==> config.mk <==
export PLATFORM = sky130hd
export DESIGN_NAME = cfbt_ctrl
export DESIGN_NICKNAME = d
export VERILOG_FILES = /design/src/rtl/cfbt_pkg.sv /design/src/rtl/cfbt_ctrl.sv
export VERILOG_INCLUDE_DIRS = /design/src /design/src/rtl
export SDC_FILE = /design/constraint.sdc
export NUM_CORES = 1
export LEC_CHECK = 0
export BUFFER_PORTS_ARGS = -buffer_cell sky130_fd_sc_hd__clkbuf_2
export CORE_AREA = 2 2 39 41
export DETAILED_ROUTE_END_ITERATION = 6
export DIE_AREA = 0 0 41 43
export HOLD_SLACK_MARGIN = 0.03
export RECOVER_POWER = 50
export SLEW_MARGIN = 5
export SYNTH_ARGS = -nofsm -noshare
export SYNTH_HDL_FRONTEND = slang
export SYNTH_SLANG_ARGS = --single-unit
==> constraint.sdc <==
create_clock -name clk -period 1.57 [get_ports clk]
set_clock_uncertainty 0.05 [all_clocks]
set_input_delay 0.0785 -clock clk [delete_from_list [all_inputs] [get_ports clk]]
set_output_delay 0.0785 -clock clk [all_outputs]
set_load 0.05 [all_outputs]
==> src/rtl/cuckoo_filter_bucket_table_unit_macros.svh <==
// Assertion macros used by the cuckoo filter bucket table controller.
`ifndef CUCKOO_FILTER_BUCKET_TABLE_UNIT_MACROS_SVH
`define CUCKOO_FILTER_BUCKET_TABLE_UNIT_MACROS_SVH

`ifndef ASSERT_OFF

// Clocked check, switched off while reset is high.
`define CFBT_ASSERT(lbl, clk, rst, prop, msg) \
  lbl: assert property (@(posedge clk) disable iff (rst) prop) else $error(msg);

// Clocked check that also holds through reset.
`define CFBT_ASSERT_ALWAYS(lbl, clk, prop, msg) \
  lbl: assert property (@(posedge clk) prop) else $error(msg);

`else

`define CFBT_ASSERT(lbl, clk, rst, prop, msg)
`define CFBT_ASSERT_ALWAYS(lbl, clk, prop, msg)

`endif

`endif

==> src/rtl/cfbt_pkg.sv <==
// Types, constants and slot helpers for the cuckoo filter bucket table.
`timescale 1ns / 1ps
package cfbt_pkg;

  localparam int BUCKET_COUNT     = 1024;
  localparam int SLOTS_PER_BUCKET = 4;
  localparam int BIDX_W           = $clog2(BUCKET_COUNT);
  localparam int SLOT_IDX_W       = $clog2(SLOTS_PER_BUCKET);
  localparam int TAG_W            = 32;
  localparam int BUCKET_W         = TAG_W * SLOTS_PER_BUCKET;
  localparam int SEL_W            = 3;
  localparam int CMD_W            = 3;
  localparam int COUNT_W          = 3;

  // Command codes
  localparam logic [CMD_W-1:0] CMD_LOOKUP2 = 3'd0;
  localparam logic [CMD_W-1:0] CMD_LOOKUP1 = 3'd1;
  localparam logic [CMD_W-1:0] CMD_DELETE  = 3'd2;
  localparam logic [CMD_W-1:0] CMD_INSERT  = 3'd3;
  localparam logic [CMD_W-1:0] CMD_COUNT   = 3'd4;

  // Tag width selector codes; anything above WSEL_32 reads as 32 bits
  localparam logic [SEL_W-1:0] WSEL_2  = 3'd0;
  localparam logic [SEL_W-1:0] WSEL_4  = 3'd1;
  localparam logic [SEL_W-1:0] WSEL_8  = 3'd2;
  localparam logic [SEL_W-1:0] WSEL_12 = 3'd3;
  localparam logic [SEL_W-1:0] WSEL_16 = 3'd4;
  localparam logic [SEL_W-1:0] WSEL_32 = 3'd5;
  localparam logic [SEL_W-1:0] WSEL_RESET = WSEL_8;

  typedef struct packed {
    logic [CMD_W-1:0]      command;
    logic [BIDX_W-1:0]     bucket_index;
    logic [BIDX_W-1:0]     alt_bucket_index;
    logic [TAG_W-1:0]      tag_value;
    logic                  evict_on_full;
    logic [SLOT_IDX_W-1:0] victim_slot;
  } req_t;

  typedef struct packed {
    logic               success;
    logic               evicted;
    logic [TAG_W-1:0]   evicted_tag;
    logic [COUNT_W-1:0] occupied_count;
  } rsp_t;

  // Controller to datapath
  typedef struct packed {
    logic accept;
    logic clr_we;
    logic rd_en;
    logic rd_alt;
    logic wb_en;
    logic out_load;
  } ctrl_cmd_t;

  // Datapath to controller
  typedef struct packed {
    logic             clr_last;
    logic             hit;
    logic             any_empty;
    logic             evict_on_full;
    logic [CMD_W-1:0] command;
  } ctrl_status_t;

  // Mask for the selected tag width
  function automatic logic [TAG_W-1:0] tag_mask(logic [SEL_W-1:0] sel);
    logic [TAG_W-1:0] m;
    m = '1;
    unique case (sel)
      WSEL_2:  m = 32'h0000_0003;
      WSEL_4:  m = 32'h0000_000F;
      WSEL_8:  m = 32'h0000_00FF;
      WSEL_12: m = 32'h0000_0FFF;
      WSEL_16: m = 32'h0000_FFFF;
      default: m = 32'hFFFF_FFFF;
    endcase
    return m;
  endfunction

  // Read slot s of a packed bucket at the selected width
  function automatic logic [TAG_W-1:0] get_slot(logic [BUCKET_W-1:0] b,
                                                logic [SLOT_IDX_W-1:0] s,
                                                logic [SEL_W-1:0] sel);
    logic [TAG_W-1:0] v;
    v = '0;
    unique case (sel)
      WSEL_2:  v = 32'(b[{s, 1'b0} +: 2]);
      WSEL_4:  v = 32'(b[{s, 2'b0} +: 4]);
      WSEL_8:  v = 32'(b[{s, 3'b0} +: 8]);
      WSEL_12: v = 32'(b[7'(s) * 7'd12 +: 12]);
      WSEL_16: v = 32'(b[{s, 4'b0} +: 16]);
      default: v = b[{s, 5'b0} +: 32];
    endcase
    return v;
  endfunction

  // Overwrite slot s of a packed bucket with a tag at the selected width
  function automatic logic [BUCKET_W-1:0] put_slot(logic [BUCKET_W-1:0] b,
                                                  logic [SLOT_IDX_W-1:0] s,
                                                  logic [SEL_W-1:0] sel,
                                                  logic [TAG_W-1:0] tag);
    logic [BUCKET_W-1:0] r;
    r = b;
    unique case (sel)
      WSEL_2:  r[{s, 1'b0} +: 2]          = tag[1:0];
      WSEL_4:  r[{s, 2'b0} +: 4]          = tag[3:0];
      WSEL_8:  r[{s, 3'b0} +: 8]          = tag[7:0];
      WSEL_12: r[7'(s) * 7'd12 +: 12]     = tag[11:0];
      WSEL_16: r[{s, 4'b0} +: 16]         = tag[15:0];
      default: r[{s, 5'b0} +: 32]         = tag;
    endcase
    return r;
  endfunction

  // Lowest set bit of a slot vector
  function automatic logic [SLOT_IDX_W-1:0] first_set(
      logic [SLOTS_PER_BUCKET-1:0] v);
    logic [SLOT_IDX_W-1:0] idx;
    idx = '0;
    for (int i = SLOTS_PER_BUCKET - 1; i >= 0; i--) begin
      if (v[i]) idx = SLOT_IDX_W'(i);
    end
    return idx;
  endfunction

endpackage

==> src/rtl/cfbt_ctrl.sv <==
// Controller: clearing sweep, read sequencing, write-back and result handshake.
`timescale 1ns / 1ps
`include "cuckoo_filter_bucket_table_unit_macros.svh"
module cfbt_ctrl (
  input  logic                    clk,
  input  logic                    rst,
  input  logic                    req_valid,
  output logic                    req_stall,
  output logic                    rsp_valid,
  input  logic                    rsp_stall,
  input  cfbt_pkg::ctrl_status_t  status,
  output cfbt_pkg::ctrl_cmd_t     cmd
);

  typedef enum logic [1:0] {
    ST_CLEAR,
    ST_IDLE,
    ST_EVAL,
    ST_ALT
  } state_t;

  state_t state;
  state_t state_next;
  logic   out_free;
  logic   needs_wb;

  // Result register can take a new value when empty or being drained now
  assign out_free  = !rsp_valid || !rsp_stall;
  assign req_stall = (state != ST_IDLE);

  assign needs_wb = ((status.command == cfbt_pkg::CMD_DELETE) && status.hit) ||
                    ((status.command == cfbt_pkg::CMD_INSERT) &&
                     (status.any_empty || status.evict_on_full));

  // Commands and next state
  always_comb begin
    cmd        = '0;
    state_next = state;
    unique case (state)
      ST_CLEAR: begin
        cmd.clr_we = 1'b1;
        if (status.clr_last) state_next = ST_IDLE;
      end
      ST_IDLE: begin
        if (req_valid) begin
          cmd.accept = 1'b1;
          cmd.rd_en  = 1'b1;
          state_next = ST_EVAL;
        end
      end
      ST_EVAL: begin
        if (out_free) begin
          if ((status.command == cfbt_pkg::CMD_LOOKUP2) && !status.hit) begin
            cmd.rd_en  = 1'b1;
            cmd.rd_alt = 1'b1;
            state_next = ST_ALT;
          end else begin
            cmd.wb_en    = needs_wb;
            cmd.out_load = 1'b1;
            state_next   = ST_IDLE;
          end
        end
      end
      ST_ALT: begin
        if (out_free) begin
          cmd.out_load = 1'b1;
          state_next   = ST_IDLE;
        end
      end
      default: state_next = ST_CLEAR;
    endcase
  end

  // State and result valid
  always_ff @(posedge clk) begin
    if (rst) begin
      state     <= ST_CLEAR;
      rsp_valid <= 1'b0;
    end else begin
      state <= state_next;
      if (cmd.out_load) begin
        rsp_valid <= 1'b1;
      end else if (!rsp_stall) begin
        rsp_valid <= 1'b0;
      end
    end
  end

  // A new result never overwrites one that is still waiting
  `CFBT_ASSERT(a_no_overwrite, clk, rst, cmd.out_load |-> !(rsp_valid && rsp_stall), "result overwritten while stalled")
  // An accepted transaction goes straight to evaluation
  `CFBT_ASSERT(a_accept_eval, clk, rst, (req_valid && !req_stall) |=> (state == ST_EVAL), "accept did not start evaluation")
  // Reset always starts the clearing sweep
  `CFBT_ASSERT_ALWAYS(a_reset_clear, clk, rst |=> (state == ST_CLEAR && !rsp_valid), "reset did not start clearing")
  // No memory write-back and no accepted request while the sweep is still running
  `CFBT_ASSERT(a_no_wb_clear, clk, rst, (state == ST_CLEAR) |-> !cmd.wb_en && !cmd.accept, "work during clearing")

endmodule

==> results.json, run 1 <==
{
  "total_standard_cell_area_after_synthesis_um2": 285.3,
  "rsz0062_at_grt": "false",
  "net_switching_power_of_the_design_uw": 508.9,
  "setup.worst_path.start_class": "flop",
  "synthesis.nets": 52,
  "initial_antenna_violation_count": 0,
  "power_frac_seq_pct": 15.9,
  "portBuffers": 18,
  "totalNegativeSetupSlack_ns": 0,
  "cp_data_arrival_time_ns": 1.37,
  "cell_internal_pwr_uw": 437.0,
  "drcViolationCount": 0,
  "detail_route.vias_per_cell": 4.494,
  "finish.utilization_pct": 37.79,
  "layout_min_cycle_time_ns": 1.498,
  "status": "completed",
  "critical_path.max_fanout": 4,
  "combinationalPowerShare_pct": 69.6,
  "fp.dieW_um": 41,
  "pwr-share-clk_pct": 14.5,
  "maxSlewViolCount": 0,
  "final_common_cell": "sky130_fd_sc_hd__clkbuf_2",
  "syn-instance-count": 37,
  "p_per_area_nw_per_um2": 1809,
  "cts_max_level": 1,
  "grt_first_pass_wirelength_mm": 1.373,
  "slew_headroom_pct": 60.47,
  "setup.worst_path.end_class": "output pin",
  "yosys_cell_types": 22,
  "min_path_type": "in2reg",
  "critical-path-max-stage-delay_ns": 0.37,
  "clk_transition_reported_paths_ns": 0.04,
  "post-synth-top-area-cell": "sky130_fd_sc_hd__dfxtp_1",
  "fillCellCount": 150,
  "cp.required_ns": 1.44,
  "worst_path_max_delay_cell": "sky130_fd_sc_hd__dfxtp_4",
  "first_global_vias": 330,
  "cts-buffers-inserted": 3,
  "regArea_um2": 63.81,
  "finalWorstSetupSlack_ns": 0.07231,
  "dp_hpwl_um": 658.9,
  "num_io_pins": 19,
  "layout_worst_path_cycle_share_pct": 95.39,
  "clock_latency_ns": 0.24,
  "globalRoute.totalOverflow": 0,
  "pre_cts_ws_ns": 0.04531,
  "start_util_pct": 20.61,
  "layout.cells.most_common_list": "13 x sky130_fd_sc_hd__clkbuf_2, 4 x sky130_fd_sc_hd__nand2_1, 3 x sky130_fd_sc_hd__a21oi_1, 3 x sky130_fd_sc_hd__clkbuf_4, 3 x sky130_fd_sc_hd__clkbuf_1",
  "max-clock-path-buffers": 2,
  "gr-usage-all-layers_pct": 11.81,
  "yosys_register_bits": 3,
  "drt_iter0_drc": 3,
  "worst_pin_slew_ns": 0.5955,
  "vdd_ir_drop_max_uv": 661.6,
  "tritoncts": "built",
  "synth_top_area_share_pct": 21.05,
  "clock_root_buffer": "sky130_fd_sc_hd__clkbuf_4",
  "path_cells": "inv_2 -> ha_2 -> and2_4 -> a41oi_4 -> nor2b_4 -> buf_8",
  "detail_route.wl_per_cell_um": 10.70,
  "synthArstFlopShare_pct": 0,
  "clock-sinks": 3,
  "netSwitchingFraction_pct": 53.80,
  "synth-edff-count": 0,
  "placedInstanceArea_um2": 419.2,
  "route.final.wire_length_um": 845,
  "synthFlopType": "sky130_fd_sc_hd__dfxtp_1",
  "chipHeight_um": 43,
  "grt_start_max_net_pins": 6,
  "yosysSeqAreaShare_pct": 21.05,
  "gp_congestion": 0.7645,
  "vias": 355,
  "static-leakage-power_nw": 0.2254,
  "die-area_um2": 1763,
  "core_region_area_um2": 1384,
  "rows": 14,
  "ant_nets": 0,
  "synth_area_per_cell_um2": 7.710,
  "antennaDiodeCount": 0,
  "final_nets": 79,
  "setup_viol": 0,
  "area.growth.synth_to_final_pct": 83.33,
  "setup.worst_path.class": "reg2out",
  "design_area_um2": 523.0,
  "synth.yosys.warnings": 0,
  "timing.fmax_mhz": 667.7,
  "max_cap_violations": 0,
  "post_route_cells_drive_above_1_share_pct": 52.38,
  "drt_pass1_iterations": 4,
  "report.final.hold_viol_count": 0,
  "area_of_combinational_cells_with_multiple_inputs_um2": 261.5,
  "ys_top_cells_by_area": "sky130_fd_sc_hd__dfxtp_1 21%, sky130_fd_sc_hd__ha_1 18%, sky130_fd_sc_hd__a21oi_1 5.3%"
}
==> logic make-up (layout without fill, tap and decap cells) <==
kind of cell	after synthesis	count (layout)	synth area share (%)
AND/OR/NAND/NOR	15	15	29.38
AO/OA/AOI/OAI	11	11	26.76
adder cells (fa/ha/maj)	4	4	17.54
buffers and inverters	4	30	5.262
flip-flops	3	3	21.05
==> layer usage <==
metal  track usage, %  share of wire, %  wire length, um
met1            13.69                39              326
met2            16.88                50              423
met3            6.283                11               95
met4            6.000                 0                0
met5                0                 0                0
==> power by group through the flow <==
stage / Sequential [mW] / Combinational (mW) / Clock, mW
after detailed placement: 0.137 / 0.588 / 0
final: 0.150 / 0.658 / 0.137
after floorplan: 0.159 / 0.440 / 0
after global placement: 0.136 / 0.591 / 0
after global routing: 0.156 / 0.719 / 0.153
after CTS: 0.146 / 0.652 / 0.145
==> synth_stat cells, drive strengths merged, types with 2 or more instances <==
cell type and n:
nand2b 2, a21oi 3, inv 4, nand2 4, ha 4, nor2b 2, dfxtp 3
==> worst max-delay path, delay by kind of cell, from the launching register on <==
kind,cells,cell delay [ns]
flip-flops,1,0.37
AO/OA/AOI/OAI,1,0.20
AND/OR/NAND/NOR,2,0.21
adder cells (fa/ha/maj),1,0.16
buffers and inverters,2,0.19
==> timing repair <==
item | 4_1_cts | 5_1_grt
setup endpoints to repair | 4 | 5
gates resized for setup | 11 | 6
buffers inserted | 1 | 1
hold buffers | 1 | 0
hold endpoints to repair | 2 | 0
pin swaps | 0 | 3
==> layout make-up <==
| class | instances | area share, % |
|---|---|---|
| multi-input cells | 30 | 50.00 |
| repair buffers | 22 | 26.08 |
| flip-flops and latches | 3 | 12.20 |
| clock buffers | 4 | 5.024 |
| well taps | 16 | 3.828 |
| inverters | 4 | 2.871 |
==> state kept, by name, indices dropped and copies added, names as in the netlist <==
| register | count |
|---|---|
| rsp_valid | 1 |
| state | 2 |
==> final timing paths <==
path	startpoint	end	slack [ns]	cells past startpoint
worst max-delay path	state[1]$_SDFFE_PP0P_	cmd[3]	0.07	6
worst min-delay path	req_valid	state[0]$_SDFFE_PP0P_	0.15	3
worst max register to register	state[1]$_SDFFE_PP0P_	state[0]$_SDFFE_PP0P_	0.14	6
worst min register to register	state[1]$_SDFFE_PP0P_	state[1]$_SDFFE_PP0P_	0.55	2
==> through the flow <==
stage | hold WS [ns] | instances | total power [mW]
6_report | 0.1504 | 79 | 0.9459
5_1_grt | 0.1749 | 79 | 1.028
4_1_cts | 0.1344 | 78 | 0.9429
3_5_place_dp | 0.2543 | 72 | 0.7248
3_3_place_gp | 0.2558 | 72 | 0.7274
2_1_floorplan | 0.09757 | 37 | 0.5986
No activity file was read; power rests on OpenSTA's default activity.
==> inputs of run 2 (changes only) <==
--- a/config.mk
+++ b/config.mk
@@ -10,6 +10,7 @@
 export CORE_AREA = 2 2 39 41
 export DETAILED_ROUTE_END_ITERATION = 6
 export DIE_AREA = 0 0 41 43
+export GPL_TIMING_DRIVEN = 0
 export HOLD_SLACK_MARGIN = 0.03
 export RECOVER_POWER = 50
 export SLEW_MARGIN = 5
==> run 2 against run 1 <==
Clock-buffer cell count unchanged; flip-flop and latch count is the same; clock power barely moved; core utilization grew 0.45 points; global-route usage shrank 1.3 points; combinational power rose by 3.0%; first-iteration DRC count up 130%.
==> results.json, run 2 (synthesis results as in run 1) <==
{
  "status": "completed",
  "fp.dieW_um": 41,
  "max_cap_violations": 0,
  "chipHeight_um": 43,
  "layout_worst_path_cycle_share_pct": 95.43,
  "vias": 358,
  "setup.worst_path.end_class": "output pin",
  "dp_hpwl_um": 589.5,
  "detail_route.wl_per_cell_um": 10.01,
  "net_switching_power_of_the_design_uw": 511.9,
  "reg.largest.list": "state: 2 flops, rsp_valid: 1 flops",
  "final_nets": 79,
  "fillCellCount": 159,
  "cp_data_arrival_time_ns": 1.37,
  "setup.worst_path.start_class": "flop",
  "portBuffers": 18,
  "critical_path.max_fanout": 5,
  "rows": 14,
  "cts-buffers-inserted": 3,
  "num_io_pins": 19,
  "static-leakage-power_nw": 0.2283,
  "setup_viol": 0,
  "clock_root_buffer": "sky130_fd_sc_hd__clkbuf_4",
  "power_frac_seq_pct": 15.3,
  "cts_max_level": 1,
  "start_util_pct": 20.61,
  "placedInstanceArea_um2": 411.6,
  "cell_internal_pwr_uw": 450.0,
  "gr-usage-all-layers_pct": 10.52,
  "cp.required_ns": 1.44,
  "die-area_um2": 1763,
  "rsz0062_at_grt": "false",
  "pwr-share-clk_pct": 14.2,
  "tritoncts": "built",
  "area_of_combinational_cells_with_multiple_inputs_um2": 266.5,
  "netSwitchingFraction_pct": 53.22,
  "register_with_the_highest_flop_count": "state",
  "layout.cells.most_common_list": "12 x sky130_fd_sc_hd__clkbuf_2, 4 x sky130_fd_sc_hd__nand2_1",
  "drt_pass1_iterations": 2,
  "grt_first_pass_wirelength_mm": 1.221,
  "final_common_cell": "sky130_fd_sc_hd__clkbuf_2",
  "slew_headroom_pct": 60.53,
  "area.growth.synth_to_final_pct": 85.53,
  "p_per_area_nw_per_um2": 1817,
  "clock-sinks": 3,
  "first_global_vias": 324,
  "drt_iter0_drc": 7,
  "timing.fmax_mhz": 667.5,
  "initial_antenna_violation_count": 0,
  "post_route_cells_drive_above_1_share_pct": 53.97,
  "maxSlewViolCount": 0,
  "antennaDiodeCount": 0,
  "design_area_um2": 529.3,
  "setup.worst_path.class": "reg2out",
  "grt_start_max_net_pins": 6,
  "min_path_type": "in2reg",
  "report.power.total_uw": 961.9,
  "route.final.wire_length_um": 791,
  "gp_congestion": 0.7706,
  "vdd_ir_drop_max_uv": 793.1,
  "globalRoute.totalOverflow": 0,
  "worst_pin_slew_ns": 0.5944,
  "flip_flop_count_of_the_largest_register_all_copies_and_words_added": 2,
  "regArea_um2": 62.56,
  "clk_transition_reported_paths_ns": 0.04,
  "core_region_area_um2": 1384,
  "combinationalPowerShare_pct": 70.5,
  "drcViolationCount": 0,
  "report.final.hold_viol_count": 0,
  "max-clock-path-buffers": 2,
  "ant_nets": 0,
  "detail_route.vias_per_cell": 4.532,
  "clock_latency_ns": 0.23,
  "layout_min_cycle_time_ns": 1.498
}
## run 2: power groups by stage
stage	Combinational, mW	Clock (mW)	Sequential (mW)
global route	0.734	0.152	0.152
CTS	0.665	0.146	0.146
detailed placement	0.569	0	0.138
global placement	0.570	0	0.139
finish	0.678	0.137	0.147
floorplan	0.440	0	0.159
## run 2: path summary, 6_finish.rpt
path / from / slack, ns / endpoint / cells past startpoint
worst max register to register: state[0]$_SDFFE_PP0P_ / 0.12 / state[1]$_SDFFE_PP0P_ / 5
worst max-delay path: state[1]$_SDFFE_PP0P_ / 0.07 / cmd[3] / 6
worst min register to register: rsp_valid$_SDFFE_PP0P_ / 0.52 / rsp_valid$_SDFFE_PP0P_ / 2
worst min-delay path: req_valid / 0.14 / state[0]$_SDFFE_PP0P_ / 3
## run 2: stage by stage
| stage | hold WS, ns | util [%] | TNS [ns] | setup slack [ns] | std cells |
|---|---|---|---|---|---|
| after floorplan | 0.09757 | - | -0.09964 | -0.04423 | 37 |
| after global placement | 0.2519 | 29.75 | 0 | 0.006159 | 71 |
| after detailed placement | 0.2521 | 29.75 | 0 | 0.005541 | 71 |
| after CTS | 0.1233 | 37.16 | 0 | 0.01927 | 78 |
| after global routing | 0.1574 | 38.25 | 0 | 0.008664 | 79 |
| final | 0.1361 | 38.25 | 0 | 0.07177 | 79 |
## run 2: area by class of cell
| cell class | instances | share of cell area [%] |
|---|---|---|
| timing repair buffer | 22 | 26.24 |
| multi-input combinational | 30 | 50.35 |
| tap | 16 | 3.783 |
| clock buffer | 4 | 4.965 |
| sequential | 3 | 11.82 |
| inverter | 4 | 2.837 |
## run 2: repair_timing
action / CTS / global route
setup buffers: 2 / 1
hold buffers: 1 / 0
resized for setup: 12 / 6
hold endpoints to repair: 2 / 0
endpoints found under the setup margin: 5 / 5
pin swaps: 0 / 2
## run 2: layer usage
metal | global-route usage, % | up-vias | wire length [um]
li1 | - | 186 | -
met1 | 11.82 | 155 | 341
met2 | 15.63 | 17 | 364
met3 | 7.853 | 0 | 85
met4 | 2.000 | 0 | 0
met5 | 0 | - | 0
## run 2: worst max-delay path, stage by stage, from the launching register on
cell	delay [ns]
sky130_fd_sc_hd__dfxtp_2	0.33
sky130_fd_sc_hd__inv_1	0.08
sky130_fd_sc_hd__ha_4	0.18
sky130_fd_sc_hd__and2_4	0.14
sky130_fd_sc_hd__a41oi_2	0.20
sky130_fd_sc_hd__nor2b_4	0.06
sky130_fd_sc_hd__buf_8	0.15
